--- config.mk ---
export PLATFORM = sky130hd
export DESIGN_NAME = kth_smallest_table_product_unit
export DESIGN_NICKNAME = d
export VERILOG_FILES = /design/src/design/kstp_pkg.sv /design/src/design/kstp_div.sv /design/src/design/kth_smallest_table_product_unit.sv
export VERILOG_INCLUDE_DIRS = /design/src /design/src/design
export SDC_FILE = /design/constraint.sdc
export NUM_CORES = 1
export LEC_CHECK = 0
export ABC_AREA = 1
export ABC_CLOCK_PERIOD_IN_PS = 14380
export BUFFER_PORTS_ARGS = -buffer_cell sky130_fd_sc_hd__buf_2
export CORE_MARGIN = 1
export CORE_UTILIZATION = 45
export CTS_CLUSTER_SIZE = 25
export DETAILED_ROUTE_END_ITERATION = 6
export PLACE_DENSITY = 0.69
export RECOVER_POWER = 100
export SLEW_MARGIN = 10
export SYNTH_ARGS = -nofsm -noshare
export SYNTH_HDL_FRONTEND = slang
export SYNTH_SLANG_ARGS = --single-unit
--- constraint.sdc ---
create_clock -name aclk -period 14.38 [get_ports aclk]
set_input_delay 1.438 -clock aclk [delete_from_list [all_inputs] [get_ports aclk]]
set_output_delay 1.438 -clock aclk [all_outputs]
set_load 0.02 [all_outputs]
--- src/design/kth_smallest_table_product_unit_macros.svh ---
// Assertion macros used by the top-level RTL file.
// Both macros compile to nothing when SYNTHESIS is defined.
`ifndef KTH_SMALLEST_TABLE_PRODUCT_UNIT_MACROS_SVH
`define KTH_SMALLEST_TABLE_PRODUCT_UNIT_MACROS_SVH

`ifndef SYNTHESIS
// same-cycle implication, off while in reset
`define KSTP_ASSERT_IMP(label, clk, rstn, ante, cons) \
    label: assert property (@(posedge clk) disable iff (!rstn) (ante) |-> (cons)) \
        else $error("assertion failed");
// next-cycle implication, off while in reset
`define KSTP_ASSERT_NXT(label, clk, rstn, ante, cons) \
    label: assert property (@(posedge clk) disable iff (!rstn) (ante) |=> (cons)) \
        else $error("assertion failed");
`else
`define KSTP_ASSERT_IMP(label, clk, rstn, ante, cons)
`define KSTP_ASSERT_NXT(label, clk, rstn, ante, cons)
`endif

`endif

--- src/design/kstp_pkg.sv ---
`default_nettype none

package kstp_pkg;

    localparam int DIM_W       = 11;
    localparam int RANK_W      = 21;
    localparam int VAL_W       = 21;
    localparam int CELL_W      = 2 * DIM_W;
    localparam int DIM_MAX_CODE = (2 ** DIM_W) - 1;
    localparam int MAX_DIM_DEF = 1024;

    // one quotient bit per divider cycle
    localparam int DIV_STEPS = CELL_W;
    localparam int DIV_CNT_W = $clog2(DIV_STEPS);

    typedef struct packed {
        logic busy;
        logic done;
    } div_stat_t;

endpackage

`default_nettype wire

--- src/design/kstp_div.sv ---
`default_nettype none

// Restoring divider, one quotient bit a cycle.
module kstp_div
    import kstp_pkg::*;
(
    input  wire logic              aclk,
    input  wire logic              aresetn,
    input  wire logic              start,
    input  wire logic [CELL_W-1:0] dividend,
    input  wire logic [DIM_W-1:0]  divisor,
    output div_stat_t              stat,
    output logic      [CELL_W-1:0] quotient
);

    logic                 busy_reg, busy_next;
    logic                 done_reg, done_next;
    logic [DIV_CNT_W-1:0] cnt_reg, cnt_next;
    logic [DIM_W-1:0]     rem_reg, rem_next;
    logic [DIM_W-1:0]     dvs_reg, dvs_next;
    logic [CELL_W-1:0]    quo_reg, quo_next;
    logic [DIM_W:0]       trial;
    logic                 ge;

    assign trial = {rem_reg, quo_reg[CELL_W-1]};
    assign ge    = (trial >= {1'b0, dvs_reg});

    always_comb begin
        busy_next = busy_reg;
        done_next = 1'b0;
        cnt_next  = cnt_reg;
        rem_next  = rem_reg;
        dvs_next  = dvs_reg;
        quo_next  = quo_reg;
        if (start) begin
            busy_next = 1'b1;
            cnt_next  = '0;
            rem_next  = '0;
            dvs_next  = divisor;
            quo_next  = dividend;
        end else if (busy_reg) begin
            rem_next = ge ? DIM_W'(trial - {1'b0, dvs_reg}) : DIM_W'(trial);
            quo_next = {quo_reg[CELL_W-2:0], ge};
            cnt_next = cnt_reg + 1'b1;
            if (cnt_reg == DIV_CNT_W'(DIV_STEPS - 1)) begin
                busy_next = 1'b0;
                done_next = 1'b1;
            end
        end
    end

    always_ff @(posedge aclk) begin
        if (!aresetn) begin
            busy_reg <= 1'b0;
            done_reg <= 1'b0;
            cnt_reg  <= '0;
        end else begin
            busy_reg <= busy_next;
            done_reg <= done_next;
            cnt_reg  <= cnt_next;
        end
        rem_reg <= rem_next;
        dvs_reg <= dvs_next;
        quo_reg <= quo_next;
    end

    assign stat.busy = busy_reg;
    assign stat.done = done_reg;
    assign quotient  = quo_reg;

endmodule

`default_nettype wire

--- src/design/kth_smallest_table_product_unit.sv ---
// Rank zero or beyond rows*cols is settled in the check state; otherwise a binary search runs
//   P <= 21 probes, each walking up to S row terms through the divider, S the smaller dimension.
// Items: one at a time; the divider sets the pace, and a new item is taken only once the
//   last result has moved into the output register.
// Reset: aresetn synchronous, active low; clears the sequencer and output valid.
//   No storage needs clearing, so the block is ready the cycle after reset.
`default_nettype none

`include "kth_smallest_table_product_unit_macros.svh"

module kth_smallest_table_product_unit
    import kstp_pkg::*;
#(
    parameter int MAX_DIM = MAX_DIM_DEF
)
(
    input  wire logic              aclk,
    input  wire logic              aresetn,
    // input channel
    input  wire logic              s_valid,
    output logic                   s_ready,
    input  wire logic [DIM_W-1:0]  s_row_count,
    input  wire logic [DIM_W-1:0]  s_col_count,
    input  wire logic [RANK_W-1:0] s_rank,
    // result channel
    output logic                   m_valid,
    input  wire logic              m_ready,
    output logic      [VAL_W-1:0]  m_kth_value,
    output logic                   m_found
);

    // Dimension cap; a MAX_DIM above the input range never bites.
    localparam logic [DIM_W-1:0] DIM_CAP =
        (MAX_DIM >= DIM_MAX_CODE) ? DIM_W'(DIM_MAX_CODE) : DIM_W'(MAX_DIM);

    // sequencer states
    localparam logic [2:0] ST_IDLE      = 3'd0;
    localparam logic [2:0] ST_MULT      = 3'd1;  // table size product
    localparam logic [2:0] ST_CHECK     = 3'd2;  // rank zero / out of range
    localparam logic [2:0] ST_PROBE     = 3'd3;  // pick mid of search window
    localparam logic [2:0] ST_DIV_START = 3'd4;  // mid / idx
    localparam logic [2:0] ST_DIV_WAIT  = 3'd5;  // accumulate clamped quotient
    localparam logic [2:0] ST_NEXT      = 3'd6;  // window empty?
    localparam logic [2:0] ST_FINISH    = 3'd7;  // hand result to output reg

    logic [2:0]        state_reg, state_next;
    logic [DIM_W-1:0]  rows_reg, rows_next;
    logic [DIM_W-1:0]  cols_reg, cols_next;
    logic [RANK_W-1:0] k_reg, k_next;
    logic [CELL_W-1:0] cells_reg, cells_next;
    logic [DIM_W-1:0]  small_reg, small_next;
    logic [DIM_W-1:0]  big_reg, big_next;
    logic [CELL_W-1:0] lo_reg, lo_next;
    logic [CELL_W-1:0] hi_reg, hi_next;
    logic [CELL_W-1:0] ans_reg, ans_next;
    logic [CELL_W-1:0] mid_reg, mid_next;
    logic [DIM_W-1:0]  idx_reg, idx_next;
    logic [CELL_W-1:0] total_reg, total_next;
    logic [VAL_W-1:0]  res_value_reg, res_value_next;
    logic              res_found_reg, res_found_next;
    logic              m_valid_reg, m_valid_next;
    logic [VAL_W-1:0]  m_value_reg, m_value_next;
    logic              m_found_reg, m_found_next;

    logic              div_start;
    div_stat_t         div_stat;
    logic [CELL_W-1:0] div_quot;
    logic [CELL_W-1:0] q_clamped;
    logic [CELL_W-1:0] total_sum;

    // Shared divider: every row term of every probe goes through it.
    kstp_div u_div (
        .aclk     (aclk),
        .aresetn  (aresetn),
        .start    (div_start),
        .dividend (mid_reg),
        .divisor  (idx_reg),
        .stat     (div_stat),
        .quotient (div_quot)
    );

    assign div_start = (state_reg == ST_DIV_START);
    assign q_clamped = (div_quot > CELL_W'(big_reg)) ? CELL_W'(big_reg) : div_quot;
    assign total_sum = total_reg + q_clamped;

    always_comb begin
        state_next     = state_reg;
        rows_next      = rows_reg;
        cols_next      = cols_reg;
        k_next         = k_reg;
        cells_next     = cells_reg;
        small_next     = small_reg;
        big_next       = big_reg;
        lo_next        = lo_reg;
        hi_next        = hi_reg;
        ans_next       = ans_reg;
        mid_next       = mid_reg;
        idx_next       = idx_reg;
        total_next     = total_reg;
        res_value_next = res_value_reg;
        res_found_next = res_found_reg;
        m_value_next   = m_value_reg;
        m_found_next   = m_found_reg;
        m_valid_next   = m_valid_reg && !m_ready;

        case (state_reg)
            ST_IDLE: begin
                if (s_valid) begin
                    rows_next  = (s_row_count > DIM_CAP) ? DIM_CAP : s_row_count;
                    cols_next  = (s_col_count > DIM_CAP) ? DIM_CAP : s_col_count;
                    k_next     = s_rank;
                    state_next = ST_MULT;
                end
            end
            ST_MULT: begin
                cells_next = CELL_W'(rows_reg) * CELL_W'(cols_reg);
                small_next = (rows_reg <= cols_reg) ? rows_reg : cols_reg;
                big_next   = (rows_reg <= cols_reg) ? cols_reg : rows_reg;
                state_next = ST_CHECK;
            end
            ST_CHECK: begin
                if (k_reg == '0) begin
                    res_value_next = '0;
                    res_found_next = 1'b1;
                    state_next     = ST_FINISH;
                end else if (CELL_W'(k_reg) > cells_reg) begin
                    res_value_next = '0;
                    res_found_next = 1'b0;
                    state_next     = ST_FINISH;
                end else begin
                    lo_next    = CELL_W'(1);
                    hi_next    = cells_reg;
                    ans_next   = cells_reg;
                    state_next = ST_PROBE;
                end
            end
            ST_PROBE: begin
                mid_next   = lo_reg + ((hi_reg - lo_reg) >> 1);
                total_next = '0;
                idx_next   = DIM_W'(1);
                state_next = ST_DIV_START;
            end
            ST_DIV_START: begin
                state_next = ST_DIV_WAIT;
            end
            ST_DIV_WAIT: begin
                if (div_stat.done) begin
                    total_next = total_sum;
                    if (total_sum >= CELL_W'(k_reg)) begin
                        // count reached: mid is a candidate, search lower
                        ans_next   = mid_reg;
                        hi_next    = mid_reg - 1'b1;
                        state_next = ST_NEXT;
                    end else if (idx_reg == small_reg) begin
                        lo_next    = mid_reg + 1'b1;
                        state_next = ST_NEXT;
                    end else begin
                        idx_next   = idx_reg + 1'b1;
                        state_next = ST_DIV_START;
                    end
                end
            end
            ST_NEXT: begin
                if (lo_reg <= hi_reg) begin
                    state_next = ST_PROBE;
                end else begin
                    res_value_next = ans_reg[VAL_W-1:0];
                    res_found_next = 1'b1;
                    state_next     = ST_FINISH;
                end
            end
            ST_FINISH: begin
                if (!m_valid_reg || m_ready) begin
                    m_value_next = res_value_reg;
                    m_found_next = res_found_reg;
                    m_valid_next = 1'b1;
                    state_next   = ST_IDLE;
                end
            end
            default: begin
                state_next = ST_IDLE;
            end
        endcase
    end

    always_ff @(posedge aclk) begin
        if (!aresetn) begin
            state_reg   <= ST_IDLE;
            m_valid_reg <= 1'b0;
        end else begin
            state_reg   <= state_next;
            m_valid_reg <= m_valid_next;
        end
        rows_reg      <= rows_next;
        cols_reg      <= cols_next;
        k_reg         <= k_next;
        cells_reg     <= cells_next;
        small_reg     <= small_next;
        big_reg       <= big_next;
        lo_reg        <= lo_next;
        hi_reg        <= hi_next;
        ans_reg       <= ans_next;
        mid_reg       <= mid_next;
        idx_reg       <= idx_next;
        total_reg     <= total_next;
        res_value_reg <= res_value_next;
        res_found_reg <= res_found_next;
        m_value_reg   <= m_value_next;
        m_found_reg   <= m_found_next;
    end

    assign s_ready     = (state_reg == ST_IDLE);
    assign m_valid     = m_valid_reg;
    assign m_kth_value = m_value_reg;
    assign m_found     = m_found_reg;

    `KSTP_ASSERT_NXT(a_busy_after_accept, aclk, aresetn, s_valid && s_ready, !s_ready)
    `KSTP_ASSERT_IMP(a_not_found_zero, aclk, aresetn, m_valid && !m_found, m_kth_value == '0)
    `KSTP_ASSERT_IMP(a_probe_in_window, aclk, aresetn, state_reg == ST_DIV_START, lo_reg <= hi_reg && mid_reg >= lo_reg && mid_reg <= hi_reg)
    `KSTP_ASSERT_IMP(a_count_below_rank, aclk, aresetn, state_reg == ST_DIV_WAIT, total_reg < CELL_W'(k_reg))
    `KSTP_ASSERT_IMP(a_div_done_waited, aclk, aresetn, div_stat.done, state_reg == ST_DIV_WAIT)
    `KSTP_ASSERT_IMP(a_div_busy_waited, aclk, aresetn, div_stat.busy, state_reg == ST_DIV_WAIT)

endmodule

`default_nettype wire

==> results.txt <==
----------------------------------------------------
[Run status]
  Result of the run ... finished, violations left
  Failing checks ... capacitance limit, slew limit

[STA]
  Setup Skew ... 28.87 ps
  Setup violations, final ... 0
  Worst Hold Margin ... 419.9 ps
  Worst-margin pin slew ... 3162 ps
  Pins over their slew limit ... 346
  Minimum clock period ... 7863 ps
  RSZ-0062 raised after global routing ... false
  Final Hold Vio Count ... 0
  Final worst-path cycle share ... 0.5468
  Highest clock frequency the design can meet ... 127.2 MHz
  Setup tns final ... 0 ps
  Relative slew margins ... -1.108

[Logic synthesis]
  Cell with the most instances after synthesis ... nand2_1
  Most area-consuming cells after synthesis ... edfxtp_1, ha_1, nand2_1, inv_1, fa_1
  Post-synth ARST share ... 0
  Synthesized-area fraction occupied by xor and xnor cells ... 0.03880
  Number of standard cells after synthesis ... 2460
  Post-synth EDFFs ... 284
  Number of register bits inferred by synthesis ... 306
  Sequential area share after synthesis ... 0.4096
  Main combinational cell family by area after synthesis ... adder cells
  Average instance area after synthesis ... 8.900 um^2
  Cell accounting for the most synthesized area ... edfxtp_1
  Synthesized-area fraction occupied by ao, oa, aoi and oai cells ... 0.09389
  Multiplexer share of the synthesized area ... 0.001143
  Warning count from the yosys run ... 0
  Most used flip-flop cell after synthesis ... edfxtp_1
  Area share of fa/ha/maj cells after synthesis ... 0.1997
  Post-synthesis cell type count ... 57
  Commonest cells in the synthesized netlist ... nand2_1, inv_1, edfxtp_1, ha_1, nor2_1
  Share of synthesized cell area in and, or, nand and nor gates ... 0.1652
  Yosys top cell area share ... 0.3895
  Mapped Area ... 0.02189 mm^2

[Clocking]
  Number of clock buffers inserted by TritonCTS ... 37
  Post-CTS Hold Buffers ... 0
  Clock tree from TritonCTS ... done
  Buffer levels on the longest clock path ... 3
  Clock-pin slew of the registers on the worst-case setup and hold paths ... 60 ps
  Clock sinks ... 306
  CTS-repair resized insts ... 0
  Number of H-tree levels ... 2
  Clock Tree Root ... clkbuf_16
  Buffers inserted during post-CTS setup optimization ... 0
  Clock latency of the later-clocked register in the worst-skew pair ... 580 ps

[Global routing]
  GRT overflow ... 0
  Global Route Usage Sum ... 0.2345
  Wire length of the first global-routing pass ... 90510 um
  Initial antenna violation count ... 0
  Largest net degree at the start of global routing ... 71
  Vias in the first global route ... 17000

[Drt]
  Remaining number of nets flagged by the antenna check after routing ... 0
  Post-DR wirelength/cell ... 17.96 um
  Final wirelength ... 57030 um
  TritonRoute pass-1 iters ... 6
  Iteration-0 DRC Markers ... 1327
  Number of vias per cell ... 5.343
  Detailed-route via count ... 16970
  DRC Markers ... 0

[Placement]
  Placer Congestion ... 0.9673
  Buffers added on ports ... 70
  Detailed placement HPWL ... 43950 um

[Worst hold path]
  Hold path depth ... 0
  Startpoint of the worst hold path ... res_value_reg[8]
  WHS Endpoint ... m_kth_value[8]
  Worst hold path type ... flip-flop to flip-flop

[Layout]
  Fill cell instance count of the final layout ... 4478
  Total Nets Final ... 2880
  Antenna diodes ... 0
  Area overhead of the layout relative to synthesis ... 9.898%
  Share of post-route cells with drive strength above 1 ... 0.05037

[Worst setup path]
  Arrival time at the worst endpoint ... 7990 ps
  Cell repeated most along the worst path ... nand2_1
  Startpoint of the most critical register-to-register path ... u_div.quotient[5]
  Critical register-to-register path endpoint ... hi_reg[18]
  Endpoint class of the critical path ... flip-flop
  Reg-to-reg slack, setup ... 6520 ps
  CP Max Fanout ... 43
  Category of the worst setup path launch point ... flip-flop
  Cells on worst reg2reg path ... 39
  Highest cell delay on the worst timing path ... 1680 ps
  Critical path type ... flip-flop to flip-flop
  Slowest cell on crit path ... clkbuf_1
  Critical path required time ... 14510 ps

[Pwr]
  Cell leakage power ... 11.35 nW
  Clock share of power ... 0.250
  Sequential power share ... 0.329
  Share of power burned in combinational logic ... 0.421
  Highest ir drop seen on vdd ... 0.0002551 V
  Power density over cell area ... 159.5 mW/mm^2
  Internal ... 2.311 mW
  Share of total power consumed by net switching ... 0.3978
  Net load switching power ... 1.527 mW

[Floorplanning]
  Count of standard-cell rows ... 80
  Initial Utilization ... 0.4576
  Die X-Extent ... 222.6 um
  Die outline area ... 0.04954 mm^2
  Core Region ... 0.04785 mm^2
  Number of I/O pins ... 71
  Die height ... 222.6 um

[Job]
  # Max-Cap Violations ... 9

----------------------------------------------------
==> per-layer routing <==
layer | wire (um) | vias up | track usage | share of wire
li1 | - | 8195 | - | -
met1 | 23840 | 8068 | 0.3011 | 0.42
met2 | 27490 | 580 | 0.4003 | 0.48
met3 | 3679 | 125 | 0.03346 | 0.065
met4 | 2022 | 0 | 0.08788 | 0.035
met5 | 0 | - | 0 | 0
==> kinds of logic (layout without fill, tap and decap cells) <==
kind of cell | Yosys count | after routing
AND/OR/NAND/NOR | 855 | 855
other | 1 | 10
buffers and inverters | 531 | 623
flip-flops | 306 | 306
adder cells (fa/ha/maj) | 299 | 299
XOR/XNOR | 97 | 97
multiplexers | 2 | 2
AO/OA/AOI/OAI | 369 | 369
==> power by group through the flow <==
stage,sequential (mW),clock [mW],combinational [mW]
6_report,1.26,0.960,1.62
3_3_place_gp,1.27,0,1.59
4_1_cts,1.25,0.972,1.64
3_5_place_dp,1.27,0,1.62
5_1_grt,1.27,1.01,1.84
2_1_floorplan,1.20,0,1.19
==> worst max-delay path by stage <==
stage | from | endpoint | slack (ps) | depth (start not counted)
floorplan | u_div.quotient[1] | lo_reg[0] | 8500 | 39
global route | u_div.quotient[5] | hi_reg[15] | 5690 | 39
detailed placement | u_div.quotient[1] | idx_reg[10] | 8210 | 38
CTS | u_div.quotient[1] | idx_reg[0] | 8160 | 38
finish | u_div.quotient[5] | hi_reg[18] | 6520 | 39
global placement | u_div.quotient[1] | hi_reg[20] | 8340 | 40
==> placed cells by master (no fill, tap or decap), types with 8 or more instances in the layout <==
| cell type | count |
|---|---|
| ha_1 | 215 |
| a21o_1 | 15 |
| nor4_1 | 15 |
| xnor2_1 | 19 |
| o21bai_1 | 9 |
| clkbuf_1 | 41 |
| nor3_1 | 50 |
| conb_1 | 10 |
| o21ai_0 | 158 |
| o21a_1 | 9 |
| nand2_1 | 471 |
| fa_1 | 84 |
| xor2_1 | 78 |
| nor2_1 | 203 |
| o211ai_1 | 10 |
| dfxtp_1 | 22 |
| clkbuf_16 | 37 |
| edfxtp_1 | 284 |
| nand3_1 | 53 |
| a21oi_1 | 135 |
| a31oi_1 | 8 |
| nand4_1 | 27 |
| inv_1 | 466 |
| buf_2 | 44 |
==> cell type report <==
class / count / area [um^2] / share of cell area
clock buffers: 42 / 954.7 / 0.03968
clock inverters: 24 / 292.8 / 0.01217
inverters: 476 / 1788 / 0.07431
multi-input cells: 1632 / 10930 / 0.4542
flip-flops and latches: 306 / 8969 / 0.3727
well taps: 615 / 769.5 / 0.03198
repair buffers: 81 / 359.1 / 0.01492
==> critical path: cells and delay by family, from the launching register on <==
family                     cells  cell delay (ps)
and+or+nand+nor               23             2450
buffers and inverters          3             1820
AOI/OAI and AO/OA              8             1310
adders and majority gates      4             1240
DFF                            1              420
xor gates and xnor gates       1              150
==> per-stage QoR <==
step / total power [mW] / cells / util / setup slack, ps / instance area, um^2
after global placement: 2.863 / 3110 / 0.4797 / 8339 / 22950
after detailed placement: 2.890 / 3110 / 0.4797 / 8206 / 22950
final: 3.838 / 3176 / 0.5029 / 6518 / 24060
after floorplan: 2.395 / 2469 / - / 8505 / 21930
after CTS: 3.862 / 3176 / 0.5058 / 8162 / 24200
after global routing: 4.115 / 3176 / 0.5029 / 5692 / 24060
Power figures use the tool's default switching activity.
